## src/rtl/core/lsfd_pkg.sv

```systemverilog
// shared types, constants and crc helper for the scan frame deframer
// no dependencies; imported by every module of the block

package lsfd_pkg;

   localparam int HEADER_ZEROS_DEF = 6;
   localparam int QUEUE_DEPTH_DEF  = 4;

   localparam int BYTE_W   = 8;
   localparam int POS_W    = 17;
   localparam int SIZE_W   = 17;
   localparam int ZRUN_W   = 3;
   localparam int AUX_W    = 16;
   localparam int INDEX_W  = 16;
   localparam int DIST_W   = 13;
   localparam int STATUS_W = 3;
   localparam int COUNT_W  = 16;
   localparam int CRC_W    = 16;

   localparam int CSR_INDEX_W = 1;
   localparam int CSR_DATA_W  = 17;
   localparam logic [CSR_INDEX_W-1:0] CSR_MIRROR   = 1'b0;
   localparam logic [CSR_INDEX_W-1:0] CSR_MAX_SIZE = 1'b1;
   localparam logic [SIZE_W-1:0]      MAX_SIZE_RESET = 17'd63974;

   localparam int MIN_SIZE = 22;

   // byte positions counted from the first crc byte
   localparam int POS_FIRST  = 2;
   localparam int POS_SIZE_HI = 2;
   localparam int POS_SIZE_LO = 3;
   localparam int POS_HEAD_END = 4;
   localparam int POS_TYPE0  = 16;
   localparam int POS_TYPE1  = 17;
   localparam int POS_DATA   = 20;

   localparam logic [CRC_W-1:0]  CRC_INIT  = 16'hFFFF;
   localparam logic [CRC_W-1:0]  CRC_POLY  = 16'h1021;
   localparam logic [BYTE_W-1:0] TYPE_IO   = 8'hAA;
   localparam logic [BYTE_W-1:0] TYPE_SCAN = 8'hBB;
   localparam logic [BYTE_W-1:0] TYPE_REFL = 8'hCC;

   typedef enum logic [STATUS_W-1:0] {
      ST_SCAN_OK   = 3'd0,
      ST_CRC_BAD   = 3'd1,
      ST_TYPE_MISM = 3'd2,
      ST_IO        = 3'd3,
      ST_REFLECTOR = 3'd4,
      ST_UNKNOWN   = 3'd5,
      ST_TOO_LARGE = 3'd6,
      ST_TOO_SMALL = 3'd7
   } status_type;

   typedef enum logic [3:0] {
      OP_START  = 4'd0,
      OP_CRC    = 4'd1,
      OP_SIZE   = 4'd2,
      OP_TYPE0  = 4'd3,
      OP_TYPE1  = 4'd4,
      OP_LOW    = 4'd5,
      OP_DIST   = 4'd6,
      OP_SUM_LO = 4'd7,
      OP_SUM_HI = 4'd8,
      OP_REJECT = 4'd9
   } op_type;

   localparam logic RK_DIST   = 1'b0;
   localparam logic RK_STATUS = 1'b1;

   typedef struct packed {
      op_type            op;
      logic [BYTE_W-1:0] data;
      logic [AUX_W-1:0]  aux;
   } entry_type;

   typedef struct packed {
      logic                kind;
      logic [INDEX_W-1:0]  index;
      logic [DIST_W-1:0]   range_cm;
      logic [STATUS_W-1:0] status;
      logic [COUNT_W-1:0]  count;
   } result_type;

   // crc-16, msb first, one byte
   function automatic logic [CRC_W-1:0] crc_byte(input logic [CRC_W-1:0] crc,
                                                 input logic [BYTE_W-1:0] b);
      logic [CRC_W-1:0] c;
      c = crc ^ {b, 8'h00};
      for (int k = 0; k < 8; k++) begin
         c = c[CRC_W-1] ? ({c[CRC_W-2:0], 1'b0} ^ CRC_POLY) : {c[CRC_W-2:0], 1'b0};
      end
      return c;
   endfunction

   // two zero bytes always open the checksum
   localparam logic [CRC_W-1:0] CRC_SEED = crc_byte(crc_byte(CRC_INIT, 8'h00), 8'h00);

endpackage

```

## src/rtl/core/laser_scan_frame_deframer_top.sv

```systemverilog
// top level of the laser scan frame deframer: csr registers and wiring
// depends on lsfd_pkg, lsfd_front, lsfd_queue and lsfd_back

// One received byte per request, one request per clock while full is low.
// The front end hunts for the zero header, tracks the byte position and
// checks the size word; classified bytes go through a small queue to the
// back end, which runs the checksum one byte per cycle, checks the type and
// builds distance and end-of-packet status results into a single output
// register. A result is registered once its request has passed the queue;
// the sustained rate is one request per cycle while the output side keeps
// up, set by the one-byte crc step in the back end. While a result waits
// with pop low the back end stalls, and full rises once QUEUE_DEPTH
// classified bytes have piled up behind it; of the bytes seen in the hunt
// for the header only the last zero enters, as OP_START. Configuration
// writes are always taken (csr_ready stays high) and apply at once.

module laser_scan_frame_deframer_top
   import lsfd_pkg::*;
#(
   parameter int HEADER_ZEROS = HEADER_ZEROS_DEF,
   parameter int QUEUE_DEPTH  = QUEUE_DEPTH_DEF
) (
   input  logic                   clock,
   input  logic                   reset,
   // request side
   input  logic                   push,
   output logic                   full,
   input  logic [BYTE_W-1:0]      req_rx_byte,
   // result side
   output logic                   empty,
   input  logic                   pop,
   output logic                   rsp_result_kind,
   output logic [INDEX_W-1:0]     rsp_range_index,
   output logic [DIST_W-1:0]      rsp_range_cm,
   output logic [STATUS_W-1:0]    rsp_packet_status,
   output logic [COUNT_W-1:0]     rsp_range_count,
   // configuration
   input  logic                   csr_valid,
   output logic                   csr_ready,
   input  logic [CSR_INDEX_W-1:0] csr_index,
   input  logic [CSR_DATA_W-1:0]  csr_data
);

   logic              mirror_ff, mirror_in;
   logic [SIZE_W-1:0] max_size_ff, max_size_in;

   logic       take;
   logic       enq;
   entry_type  enq_entry;
   logic       head_valid;
   entry_type  head;
   logic       head_take;
   logic       q_full;
   logic       res_valid;
   result_type res;

   // a request is taken whenever the queue has room
   assign full      = q_full;
   assign take      = push && !q_full;
   assign csr_ready = 1'b1;

   // configuration write decode
   always_comb begin
      mirror_in   = mirror_ff;
      max_size_in = max_size_ff;
      if (csr_valid && csr_ready) begin
         case (csr_index)
            CSR_MIRROR:   mirror_in   = csr_data[0];
            CSR_MAX_SIZE: max_size_in = csr_data[SIZE_W-1:0];
            default:      mirror_in   = mirror_ff;
         endcase
      end
   end

   always_ff @(posedge clock) begin
      if (reset) begin
         mirror_ff   <= 1'b0;
         max_size_ff <= MAX_SIZE_RESET;
      end else begin
         mirror_ff   <= mirror_in;
         max_size_ff <= max_size_in;
      end
   end

   // header hunt and byte classification
   lsfd_front #(
      .HEADER_ZEROS(HEADER_ZEROS)
   ) u_front (
      .clock    (clock),
      .reset    (reset),
      .take     (take),
      .rx_byte  (req_rx_byte),
      .max_size (max_size_ff),
      .enq      (enq),
      .entry    (enq_entry)
   );

   // decoupling queue, front never writes while full
   lsfd_queue #(
      .DEPTH(QUEUE_DEPTH)
   ) u_queue (
      .clock    (clock),
      .reset    (reset),
      .wr_en    (enq),
      .wr_entry (enq_entry),
      .rd_en    (head_take),
      .rd_valid (head_valid),
      .rd_entry (head),
      .q_full   (q_full)
   );

   // checksum, type check and result generation
   lsfd_back u_back (
      .clock      (clock),
      .reset      (reset),
      .head_valid (head_valid),
      .head       (head),
      .head_take  (head_take),
      .mirror     (mirror_ff),
      .res_pop    (pop),
      .res_valid  (res_valid),
      .res        (res)
   );

   // result ports straight from the output register
   assign empty             = !res_valid;
   assign rsp_result_kind   = res.kind;
   assign rsp_range_index   = res.index;
   assign rsp_range_cm      = res.range_cm;
   assign rsp_packet_status = res.status;
   assign rsp_range_count   = res.count;

endmodule

```

## src/rtl/core/lsfd_front.sv

```systemverilog
// front end: header hunt, byte position tracking and size check
// depends on lsfd_pkg; emits classified entries toward the queue

module lsfd_front
   import lsfd_pkg::*;
#(
   parameter int HEADER_ZEROS = HEADER_ZEROS_DEF
) (
   input  logic              clock,
   input  logic              reset,
   input  logic              take,
   input  logic [BYTE_W-1:0] rx_byte,
   input  logic [SIZE_W-1:0] max_size,
   output logic              enq,
   output entry_type         entry
);

   typedef enum logic [1:0] {
      PH_HUNT = 2'b01,
      PH_BODY = 2'b10
   } phase_type;

   phase_type          phase_ff, phase_in;
   logic [ZRUN_W-1:0]  zrun_ff, zrun_in;
   logic [POS_W-1:0]   pos_ff, pos_in;
   logic [SIZE_W-1:0]  size_ff, size_in;
   logic [BYTE_W-1:0]  hi_ff, hi_in;

   logic [ZRUN_W-1:0]  zrun_inc;
   logic [POS_W:0]     pos_wide, size_wide;
   logic               in_data;
   logic [15:0]        word;
   logic [SIZE_W-1:0]  size_new;
   logic [POS_W-1:0]   rel;

   assign zrun_inc  = zrun_ff + ZRUN_W'(1);
   assign pos_wide  = {1'b0, pos_ff};
   assign size_wide = {1'b0, size_ff};
   assign in_data   = (pos_wide + (POS_W+1)'(3)) <= size_wide;
   assign word      = {hi_ff, rx_byte};
   assign size_new  = {word, 1'b0};
   assign rel       = pos_ff - POS_W'(POS_DATA);

   always_comb begin
      phase_in = phase_ff;
      zrun_in  = zrun_ff;
      pos_in   = pos_ff;
      size_in  = size_ff;
      hi_in    = hi_ff;
      enq      = 1'b0;
      entry.op   = OP_CRC;
      entry.data = rx_byte;
      entry.aux  = '0;
      if (take) begin
         case (phase_ff)
            PH_HUNT: begin
               if (rx_byte != '0) begin
                  zrun_in = '0;
               end else begin
                  zrun_in = zrun_inc;
                  if (zrun_inc >= ZRUN_W'(HEADER_ZEROS)) begin
                     phase_in = PH_BODY;
                     pos_in   = POS_W'(POS_FIRST);
                     enq      = 1'b1;
                     entry.op = OP_START;
                  end
               end
            end
            PH_BODY: begin
               pos_in = pos_ff + POS_W'(1);
               if (pos_ff == POS_W'(POS_SIZE_HI)) begin
                  hi_in = rx_byte;
                  enq   = 1'b1;
               end else if (pos_ff == POS_W'(POS_SIZE_LO)) begin
                  enq = 1'b1;
                  if (size_new > max_size) begin
                     entry.op  = OP_REJECT;
                     entry.aux = AUX_W'(ST_TOO_LARGE);
                     phase_in  = PH_HUNT;
                     zrun_in   = '0;
                  end else if (size_new < SIZE_W'(MIN_SIZE)) begin
                     entry.op  = OP_REJECT;
                     entry.aux = AUX_W'(ST_TOO_SMALL);
                     phase_in  = PH_HUNT;
                     zrun_in   = '0;
                  end else begin
                     entry.op  = OP_SIZE;
                     entry.aux = word - 16'(MIN_SIZE / 2);
                     size_in   = size_new;
                  end
               end else if (pos_ff == POS_W'(POS_TYPE0)) begin
                  enq      = 1'b1;
                  entry.op = OP_TYPE0;
               end else if (pos_ff == POS_W'(POS_TYPE1)) begin
                  enq      = 1'b1;
                  entry.op = OP_TYPE1;
               end else if (pos_ff >= POS_W'(POS_DATA) && in_data) begin
                  enq       = 1'b1;
                  entry.op  = pos_ff[0] ? OP_DIST : OP_LOW;
                  entry.aux = rel[POS_W-1:1];
               end else if (pos_wide + (POS_W+1)'(2) == size_wide) begin
                  enq      = 1'b1;
                  entry.op = OP_SUM_LO;
               end else if (pos_wide + (POS_W+1)'(1) == size_wide) begin
                  enq      = 1'b1;
                  entry.op = OP_SUM_HI;
                  phase_in = PH_HUNT;
                  zrun_in  = '0;
               end else if (in_data || pos_ff < POS_W'(POS_HEAD_END)) begin
                  enq = 1'b1;
               end
            end
            default: begin
               phase_in = PH_HUNT;
               zrun_in  = '0;
            end
         endcase
      end
   end

   always_ff @(posedge clock) begin
      if (reset) begin
         phase_ff <= PH_HUNT;
         zrun_ff  <= '0;
         pos_ff   <= '0;
         size_ff  <= '0;
      end else begin
         phase_ff <= phase_in;
         zrun_ff  <= zrun_in;
         pos_ff   <= pos_in;
         size_ff  <= size_in;
      end
   end

   always_ff @(posedge clock) begin
      hi_ff <= hi_in;
   end

endmodule

```

## src/rtl/core/lsfd_queue.sv

```systemverilog
// short entry queue that decouples the front end from the back end
// depends on lsfd_pkg for the entry type

module lsfd_queue
   import lsfd_pkg::*;
#(
   parameter int DEPTH = QUEUE_DEPTH_DEF
) (
   input  logic      clock,
   input  logic      reset,
   input  logic      wr_en,
   input  entry_type wr_entry,
   input  logic      rd_en,
   output logic      rd_valid,
   output entry_type rd_entry,
   output logic      q_full
);

   localparam int PTR_W = (DEPTH > 1) ? $clog2(DEPTH) : 1;
   localparam int CNT_W = $clog2(DEPTH + 1);

   entry_type          slot_ff [DEPTH];
   logic [PTR_W-1:0]   wptr_ff, wptr_in;
   logic [PTR_W-1:0]   rptr_ff, rptr_in;
   logic [CNT_W-1:0]   cnt_ff, cnt_in;
   logic               do_wr, do_rd;

   assign rd_valid = cnt_ff != '0;
   assign q_full   = cnt_ff == CNT_W'(DEPTH);
   assign rd_entry = slot_ff[rptr_ff];
   assign do_wr    = wr_en && !q_full;
   assign do_rd    = rd_en && rd_valid;

   always_comb begin
      wptr_in = wptr_ff;
      rptr_in = rptr_ff;
      cnt_in  = cnt_ff;
      if (do_wr) begin
         wptr_in = (wptr_ff == PTR_W'(DEPTH - 1)) ? '0 : wptr_ff + PTR_W'(1);
      end
      if (do_rd) begin
         rptr_in = (rptr_ff == PTR_W'(DEPTH - 1)) ? '0 : rptr_ff + PTR_W'(1);
      end
      if (do_wr && !do_rd) begin
         cnt_in = cnt_ff + CNT_W'(1);
      end else if (do_rd && !do_wr) begin
         cnt_in = cnt_ff - CNT_W'(1);
      end
   end

   always_ff @(posedge clock) begin
      if (reset) begin
         wptr_ff <= '0;
         rptr_ff <= '0;
         cnt_ff  <= '0;
      end else begin
         wptr_ff <= wptr_in;
         rptr_ff <= rptr_in;
         cnt_ff  <= cnt_in;
      end
   end

   always_ff @(posedge clock) begin
      if (do_wr) begin
         slot_ff[wptr_ff] <= wr_entry;
      end
   end

endmodule

```

## src/rtl/core/lsfd_back.sv

```systemverilog
// back end: crc accumulation, type check, distance and status results
// depends on lsfd_pkg; drains the entry queue into one result register

module lsfd_back
   import lsfd_pkg::*;
(
   input  logic       clock,
   input  logic       reset,
   input  logic       head_valid,
   input  entry_type  head,
   output logic       head_take,
   input  logic       mirror,
   input  logic       res_pop,
   output logic       res_valid,
   output result_type res
);

   logic [CRC_W-1:0]   crc_ff, crc_in;
   logic [BYTE_W-1:0]  type_ff, type_in;
   logic               match_ff, match_in;
   logic [BYTE_W-1:0]  hold_ff, hold_in;
   logic [COUNT_W-1:0] count_ff, count_in;
   logic               valid_ff, valid_in;
   result_type         res_ff, res_in;

   logic [CRC_W-1:0]   crc_next;
   logic               scan;
   logic [COUNT_W-1:0] scan_count;
   logic [15:0]        word;
   status_type         end_status;

   assign head_take  = head_valid && (!valid_ff || res_pop);
   assign crc_next   = crc_byte(crc_ff, head.data);
   assign scan       = match_ff && (type_ff == TYPE_SCAN);
   assign scan_count = scan ? count_ff : '0;
   assign word       = {head.data, hold_ff};
   assign res_valid  = valid_ff;
   assign res        = res_ff;

   always_comb begin
      if (word != crc_ff) begin
         end_status = ST_CRC_BAD;
      end else if (!match_ff) begin
         end_status = ST_TYPE_MISM;
      end else if (type_ff == TYPE_IO) begin
         end_status = ST_IO;
      end else if (type_ff == TYPE_SCAN) begin
         end_status = ST_SCAN_OK;
      end else if (type_ff == TYPE_REFL) begin
         end_status = ST_REFLECTOR;
      end else begin
         end_status = ST_UNKNOWN;
      end
   end

   always_comb begin
      crc_in   = crc_ff;
      type_in  = type_ff;
      match_in = match_ff;
      hold_in  = hold_ff;
      count_in = count_ff;
      valid_in = valid_ff && !res_pop;
      res_in   = res_ff;
      if (head_take) begin
         case (head.op)
            OP_START: begin
               crc_in   = CRC_SEED;
               type_in  = '0;
               match_in = 1'b0;
            end
            OP_CRC: begin
               crc_in = crc_next;
            end
            OP_SIZE: begin
               crc_in   = crc_next;
               count_in = head.aux;
            end
            OP_TYPE0: begin
               crc_in  = crc_next;
               type_in = head.data;
            end
            OP_TYPE1: begin
               crc_in   = crc_next;
               match_in = head.data == type_ff;
            end
            OP_LOW: begin
               crc_in  = crc_next;
               hold_in = head.data;
            end
            OP_DIST: begin
               crc_in = crc_next;
               if (scan) begin
                  valid_in        = 1'b1;
                  res_in.kind     = RK_DIST;
                  res_in.index    = mirror ? (count_ff - COUNT_W'(1) - head.aux) : head.aux;
                  res_in.range_cm = word[DIST_W-1:0];
                  res_in.status   = ST_SCAN_OK;
                  res_in.count    = count_ff;
               end
            end
            OP_SUM_LO: begin
               hold_in = head.data;
            end
            OP_SUM_HI: begin
               valid_in        = 1'b1;
               res_in.kind     = RK_STATUS;
               res_in.index    = '0;
               res_in.range_cm = '0;
               res_in.status   = end_status;
               res_in.count    = scan_count;
            end
            OP_REJECT: begin
               valid_in        = 1'b1;
               res_in.kind     = RK_STATUS;
               res_in.index    = '0;
               res_in.range_cm = '0;
               res_in.status   = head.aux[STATUS_W-1:0];
               res_in.count    = '0;
            end
            default: begin
               crc_in = crc_ff;
            end
         endcase
      end
   end

   always_ff @(posedge clock) begin
      if (reset) begin
         valid_ff <= 1'b0;
         crc_ff   <= CRC_INIT;
         type_ff  <= '0;
         match_ff <= 1'b0;
         hold_ff  <= '0;
         count_ff <= '0;
      end else begin
         valid_ff <= valid_in;
         crc_ff   <= crc_in;
         type_ff  <= type_in;
         match_ff <= match_in;
         hold_ff  <= hold_in;
         count_ff <= count_in;
      end
   end

   always_ff @(posedge clock) begin
      res_ff <= res_in;
   end

endmodule

```

## config.mk

```make
export PLATFORM = sky130hd
export DESIGN_NAME = laser_scan_frame_deframer_top
export DESIGN_NICKNAME = d
export VERILOG_FILES = /design/src/rtl/core/lsfd_pkg.sv /design/src/rtl/core/laser_scan_frame_deframer_top.sv /design/src/rtl/core/lsfd_front.sv /design/src/rtl/core/lsfd_queue.sv /design/src/rtl/core/lsfd_back.sv
export SDC_FILE = /design/constraint.sdc
export NUM_CORES = 1
export LEC_CHECK = 0
export BUFFER_PORTS_ARGS = -buffer_cell sky130_fd_sc_hd__buf_2
export CORE_ASPECT_RATIO = 1.1
export CORE_UTILIZATION = 50
export DETAILED_ROUTE_END_ITERATION = 16
export PLACE_DENSITY_LB_ADDON = 0.2
export SLEW_MARGIN = 20
export SYNTH_ARGS = -nofsm -noshare
export SYNTH_HDL_FRONTEND = slang
export SYNTH_SLANG_ARGS = --single-unit
export TNS_END_PERCENT = 1
```

## constraint.sdc

```tcl
create_clock -name clock -period 9.2 [get_ports clock]
set_input_delay 0.92 -clock clock [delete_from_list [all_inputs] [get_ports clock]]
set_output_delay 0.92 -clock clock [all_outputs]
set_load 0.01 [all_outputs]
```

==> Yosys cells after proc, flatten, opt, wreduce, memory -nomap -nowiden <==
Memories as Yosys holds them, arrays and structs flattened. A register that Yosys moved wholly into a read port is not among the register bits.
Index checks and enable logic that the tools add are counted.
{ "op_classes": {"order_cmp": 6, "bitwise": 13, "reduce_logical": 41, "add_sub_neg": 13, "n_eq_ne": 35, "mux": 92} }
{ "op_table": {"columns": ["op", "count"], "rows": [
  ["16-bit two-way mux", 11],
  ["49-bit one-hot mux with 3 select lines", 1],
  ["13-bit two-way mux", 8],
  ["49-bit two-way mux", 1],
  ["3-bit two-way mux", 16],
  ["4-bit two-way mux", 11],
  ["17-bit by 2-bit adder with 18-bit output (second input constant)", 2],
  ["18-bit by 17-bit == test with 1-bit output", 2],
  ["17-bit by 2-bit == test with 1-bit output (second input constant)", 2],
  ["17-bit by 5-bit == test with 1-bit output (second input constant)", 2],
  ["17-bit two-way mux", 2],
  ["17-bit one-hot mux with 2 select lines", 1],
  ["2-bit two-way mux", 16],
  ["16-bit one-hot mux with 2 select lines", 1],
  ["8-bit == test (second input constant)", 3],
  ["3-bit NOT", 8],
  ["17-bit by 1-bit adder with 18-bit output (second input constant)", 1],
  ["18-bit by 17-bit less-or-equal comparator with 1-bit output", 1],
  ["17-bit by 1-bit adder with 17-bit output (second input constant)", 1],
  ["17-bit by 5-bit >= comparator with 1-bit output (second input constant)", 1],
  ["17-bit > comparator", 1],
  ["17-bit by 3-bit less-than comparator with 1-bit output (second input constant)", 1],
  ["17-bit by 5-bit less-than comparator with 1-bit output (second input constant)", 1],
  ["1-bit two-way mux", 17],
  ["44 further kinds", 89]
]} }
{ "totals": {"register_bits": 170, "inputBits": 31, "mem_count": 1, "ramBits": 112, "output_inout_bits": 52} }
{ "memory_table": {"columns": ["memory", "words", "word_bits", "rd", "rd_ports_with_merged_regs", "wr", "line", "rtl"], "rows": [
  ["u_queue.slot_ff", 4, 28, 1, 1, 1, "lsfd_queue.sv:22", "entry_type slot_ff [DEPTH];"]
]} }

==> Depth between registers and ports, before layout <==
{ "logic_depth": {"depth_word": 18, "ltp_mapped": 23} }

==> Modules after synthesis <==
From an unflattened synthesis, not the netlist that was laid out.
{ "hier_totals": {"cells_unflattened": 1426, "area_unflattened_um2": 15305.9} }
{ "modules_own_cells": {"columns": ["module", "cells_each", "seq_area_each_um2", "instances", "area_each_um2"], "rows": [
  ["lsfd_back", 496, 2472.4, 1, 5064.9],
  ["lsfd_front", 661, 1001.0, 1, 4962.3],
  ["lsfd_queue", 196, 3543.4, 1, 4543.1],
  ["laser_scan_frame_deframer_top", 73, 360.3, 1, 735.7]
]} }

==> Worst setup path before layout <==
Ideal clock, no wire load.
{ "synth_path": {"path_type": "register to register", "startpoint": "reg u_front.pos_ff[1]", "endpoint": "reg u_queue.cnt_ff[2]", "n_path_buf": 2, "setup_ps": 70, "required_time_ps": 9130, "t_arrival_ps": 4362, "setup_slack_ps": 4767, "stages_incl_launch_ff": 21, "synth_period_minus_slack_ps": 4433, "cell_sequence": "dfxtp_1 -> inv_1 -> ha_1 -> nand2b_1 -> or2_2 -> clkbuf_1 -> xnor2_1 -> ha_1 -> a21o_1 -> a221o_1 -> a211oi_1 -> o21ai_1 -> o21bai_4 -> o31a_1 -> buf_4 -> ha_1 -> inv_1 -> fa_1 -> xor2_1 -> or3_1 -> a21oi_1"} }
{ "synth_between": {"elab_chain_cells": 17, "elab_cells_between_ends": 30} }
{ "synth_lines": {"columns": ["element", "line", "rtl"], "rows": [
  ["from (decl)", "lsfd_front.sv:25", "logic [POS_W-1:0] pos_ff, pos_in;"],
  ["from (signal assigned)", "lsfd_front.sv:130", "pos_ff <= pos_in;"],
  ["17-bit by 2-bit adder with 18-bit output", "lsfd_front.sv:39", "assign in_data = (pos_wide + (POS_W+1)'(3)) <= size_wide;"],
  ["18-bit by 17-bit less-or-equal comparator with 1-bit output", "lsfd_front.sv:39", null],
  ["1-bit logical OR", "lsfd_front.sv:109", "end else if (in_data || pos_ff < POS_W'(POS_HEAD_END)) begin"],
  ["1-bit two-way mux", "lsfd_front.sv:109", null],
  ["1-bit two-way mux", "lsfd_front.sv:104", "end else if (pos_wide + (POS_W+1)'(1) == size_wide) begin"],
  ["1-bit two-way mux", "lsfd_front.sv:101", "end else if (pos_wide + (POS_W+1)'(2) == size_wide) begin"],
  ["1-bit two-way mux", "lsfd_front.sv:97", "end else if (pos_ff >= POS_W'(POS_DATA) && in_data) begin"],
  ["1-bit two-way mux", "lsfd_front.sv:94", "end else if (pos_ff == POS_W'(POS_TYPE1)) begin"],
  ["[2 not listed]", null, null],
  ["1-bit two-way mux (*)", "lsfd_front.sv:71", "if (pos_ff == POS_W'(POS_SIZE_HI)) begin"],
  ["1-bit one-hot mux with 2 select lines (*)", "lsfd_front.sv:55", "case (phase_ff)"],
  ["1-bit two-way mux (*)", "lsfd_front.sv:54", "if (take) begin"],
  ["1-bit logical AND (*)", "lsfd_queue.sv:31", "assign do_wr = wr_en && !q_full;"],
  ["named net u_queue.do_wr", "lsfd_queue.sv:26", "logic do_wr, do_rd;"],
  ["1-bit zero test", "lsfd_queue.sv:46", "end else if (do_rd && !do_wr) begin"],
  ["1-bit logical AND", "lsfd_queue.sv:46", null],
  ["2-bit nonzero test (no line)", null, null],
  ["to (signal assigned)", "lsfd_queue.sv:59", "cnt_ff <= cnt_in;"],
  ["to (decl)", "lsfd_queue.sv:25", "logic [CNT_W-1:0] cnt_ff, cnt_in;"]
]} }
The timed path passes the listed nets; every way through them passes the cells marked *.
A chain may end at the register's enable or synchronous reset.

==> Worst setup path in the final report <==
{ "layout_path": {"startpoint": "reg u_front.pos_ff[5]", "endpoint": "reg u_queue.cnt_ff[2]"} }
{ "layout_between": {"elab_chain_cells": 17, "elab_cells_between_ends": 30} }
{ "layout_lines": {"columns": ["element", "line", "rtl"], "rows": [
  ["17-bit by 2-bit adder with 18-bit output", "lsfd_front.sv:39", null],
  ["18-bit by 17-bit less-or-equal comparator with 1-bit output", "lsfd_front.sv:39", null],
  ["1-bit logical OR", "lsfd_front.sv:109", null],
  ["1-bit two-way mux", "lsfd_front.sv:109", null],
  ["1-bit two-way mux", "lsfd_front.sv:104", null],
  ["1-bit two-way mux", "lsfd_front.sv:101", null],
  ["1-bit two-way mux", "lsfd_front.sv:97", null],
  ["1-bit two-way mux", "lsfd_front.sv:94", null],
  ["1-bit two-way mux", "lsfd_front.sv:91", "end else if (pos_ff == POS_W'(POS_TYPE0)) begin"],
  ["1-bit two-way mux", "lsfd_front.sv:74", "end else if (pos_ff == POS_W'(POS_SIZE_LO)) begin"],
  ["1-bit two-way mux (*)", "lsfd_front.sv:71", null],
  ["1-bit one-hot mux with 2 select lines (*)", "lsfd_front.sv:55", null],
  ["1-bit two-way mux (*)", "lsfd_front.sv:54", null],
  ["1-bit logical AND (*)", "lsfd_queue.sv:31", null],
  ["1-bit zero test", "lsfd_queue.sv:46", null],
  ["1-bit logical AND", "lsfd_queue.sv:46", null],
  ["2-bit nonzero test (no line)", null, null]
]} }
Mark *: on every way between the ends. The rest lies on a longest branch, timed or not.

==> impl_metrics.ini <==
[synthesis]
yosys.area.top_type = edfxtp_1
syn_nets = 1581
syn_inst = 1478
synth.area.top_cells = edfxtp_1 33%, dfxtp_1 15%, ha_1 5.7%, mux4_2 4.1%, xnor2_1 3.7%
yosysWarningCount = 0
synth_common_cells = 169 x edfxtp_1, 137 x nand2_1, 135 x nor2_1, 115 x dfxtp_1, 95 x a21oi_1
synth_edf_count = 169
syn_area_um2 = 15400
synthDistinctLibCells = 94
yosysTopAreaCellShare = 0.330
synthArstFlopShare = 0
seq_area_frac_synth = 0.480
synth_flop_cell = edfxtp_1
syn_avg_cell_area_um2 = 10.4
synth.most_common_cell = edfxtp_1
ys_seq_elements = 284

[power]
power_mw = 3.79
clockPowerShare = 0.323
internal_power_mw = 2.62
p_per_area_nw_per_um2 = 222
ir_worst_vdd_mv = 0.143
switching_share = 0.309
p_leak_nw = 6.44
p_seq_frac = 0.394
comb_power_share = 0.283
p_sw_mw = 1.17

[worst_setup_path]
start_kind = flop
rr_startpoint = u_front.pos_ff[5]$_SDFFE_PP0P_
slowest_delay_ns = 0.77
rr_worst_depth = 16
rrSetupSlack_ns = 3.94
critical_path_class = flop to flop
critPathLaunch = u_front.pos_ff[5]$_SDFFE_PP0P_
path_depth = 16
slowest_stage = dfxtp_1
crit_fanout = 17
crit_top_cell = ha_1
cp_data_required_time_ns = 9.67
critical_path_arrival_ns = 5.73
crit_end = u_queue.cnt_ff[2]$_SDFFE_PP0P_
crit_chain = nand4_2 > or2_2 > xnor2_1 > ha_1 > a21o_1 > a221o_1 > a211oi_1 > o21ai_1 > o21bai_4 > o31a_1 > ha_1 > inv_1 > fa_1 > xor2_1 > or3_1 > a21oi_1
cp_num_buf_inv = 1
r2r-end = u_queue.cnt_ff[2]$_SDFFE_PP0P_
end_kind = flop
cp_top_family = compound AO/OA/AOI/OAI gates

[finish]
fin_area_um2 = 17100
final_cells = 1965
area.sequential_um2 = 7380
syn_to_final_growth_pct = 11.3
layout.nets = 1636
drive_gt1_frac = 0.140
multi_input_area_um2 = 7360
antenna_cells = 0
fillers = 2614

[clock_network]
worst_skew_pair.late_latency_ns = 0.56
cts-resized-gates = 0
cts_buffer_depth = 3
post_cts_buffers = 0
cts_root_buffer = clkbuf_16
ctsHoldBuffers = 0
cts_tree = done
numCtsBuffers = 30
clock_sinks = 284
htreeDepth = 1
clk_pin_slew_ns = 0.06

[sta]
setup_tns_ns = 0
final-setup-viol-count = 0
rsz0062_at_grt = false
fmax_mhz = 190
fin_crit_sh = 0.572
setup_ws_ns = 3.94
tightest_slew_ns = 1.07
maxSlewHeadroom = 0.286
drv_slew = 0
finalCriticalPeriod_ns = 5.26
fin_skew_ns = 0.0292
final-hold-violation-count = 0

[worst_hold_path]
min_path_type = flop to flop
hold_start = max_size_ff[16]$_SDFFE_PP0P_

[global_route]
grt-ovfl-total = 0
grt_max_degree = 67
antenna_found_initial = 0
grt_pass1_vias = 10900
grt_use_total = 0.235
grt_pass1_wl_um = 57700

[place]
gp_congestion = 0.917
placed_area_um2 = 16100
dp_cells = 1908
hpwl_um = 26100
pre_cts_ws_ns = 3.95
portBuffers = 81

[detailed_routing]
wl_um = 36300
wl_per_cell_um = 18.5
ant_nets = 0
num_vias = 11200
drt_iter0_drc = 705
via_per_inst = 5.68
drc = 0
firstDrtPassIters = 5

[floorplanning]
rows = 66
io-pin-count = 83
die_h_um = 186
start_util = 0.514
core_um2 = 29900
die-area_um2 = 31500
die_w_um = 169

[run]
cap_violations = 0

[run_status]
status = complete, no violations
## state kept, by name (all words and copies together), names as in the netlist, named ones only
signal	cells
u_front.pos_ff	17
mirror_ff	1
u_queue.wptr_ff	2
u_front.zrun_ff	3
max_size_ff	17
u_back.count_ff	16
u_back.res_valid	1
u_back.hold_ff	8
u_front.phase_ff	2
u_queue.slot_ff	112
u_back.match_ff	1
u_back.crc_ff	16
u_queue.rptr_ff	2
u_front.size_ff	16
u_queue.cnt_ff	3
u_back.type_ff	8
u_front.hi_ff	8
u_back.res	49
## metrics by stage
stage | utilization | hold WS [ns]
after floorplan | - | 0.432
after global placement | 0.537 | 0.443
after detailed placement | 0.537 | 0.450
after CTS | 0.572 | 0.458
after global routing | 0.572 | 0.487
final | 0.572 | 0.457
## power by group through the flow
stage | clock, mW | combinational [mW] | sequential [mW]
2_1_floorplan | 0 | 0.814 | 1.53
3_3_place_gp | 0 | 1.05 | 1.52
3_5_place_dp | 0 | 1.07 | 1.52
4_1_cts | 1.25 | 1.07 | 1.49
5_1_grt | 1.30 | 1.19 | 1.50
6_report | 1.23 | 1.07 | 1.49
## layout by cell type, fill, tap and decap left out, types with 5 or more instances in the layout
cell       count
o21ai_0       44
nor4_1        19
nor3_1        35
clkbuf_16     31
buf_4         16
nand2b_1      16
nand3b_1      12
or2_2          6
buf_2         80
nor2b_1       23
clkinv_2       9
and4_1         6
a31oi_1        6
o22ai_1       20
a21o_1         8
o21bai_1       5
a211oi_1      12
nand4_1       20
nand3_1       42
o21ai_1        5
nor2_1       134
dfxtp_1      113
nor4bb_1       5
nand2_1      137
nor3b_1        5
and2_1        25
inv_1         73
o21a_1         5
o31ai_1        6
ha_1          70
a21oi_1       95
edfxtp_1     169
and3_1         6
mux2i_1       29
xnor2_1       65
or3_1         11
xor2_1        59
mux4_2        28
## cell type report
type                    instances  share of cell area
flip-flops and latches        284               0.431
well taps                     408              0.0298
repair buffers                 97              0.0313
inverters                      76              0.0167
clock buffers                  37              0.0490
multi-input cells            1044               0.430
clock inverters                19              0.0113
## metal layers
metal  up-vias  track usage  wire length [um]
met5         -            0                 0
met4         0        0.116              1540
met3        99       0.0281              1450
met2       286        0.410             17600
met1      5338        0.289             15800
li1       5433            -                 -
## worst min-delay path: cells and delay by family (launching register included)
kind | cells | cell delay (ns)
simple gates | 1 | 0.05
compound gates | 1 | 0.05
flops | 1 | 0.31
## worst min path at each step
stage | end | slack [ns] | cells past startpoint
3_3_place_gp | max_size_ff[16]$_SDFFE_PP0P_ | 0.44 | 2
3_5_place_dp | max_size_ff[16]$_SDFFE_PP0P_ | 0.45 | 2
4_1_cts | max_size_ff[16]$_SDFFE_PP0P_ | 0.46 | 2
2_1_floorplan | max_size_ff[0]$_SDFFE_PP0P_ | 0.43 | 2
6_report | max_size_ff[16]$_SDFFE_PP0P_ | 0.46 | 2
5_1_grt | max_size_ff[9]$_SDFFE_PP0P_ | 0.49 | 2
## logic make-up after synthesis
| logic type | after synthesis | synth area share |
|---|---|---|
| compound gates | 248 | 0.102 |
| buf+inv | 150 | 0.0417 |
| other cells | 1 | 0.000244 |
| fa+ha+maj | 72 | 0.0596 |
| simple gates | 537 | 0.181 |
| flops | 284 | 0.480 |
| xor+xnor | 126 | 0.0732 |
| mux | 60 | 0.0621 |
(Power assumes the default switching activity.)
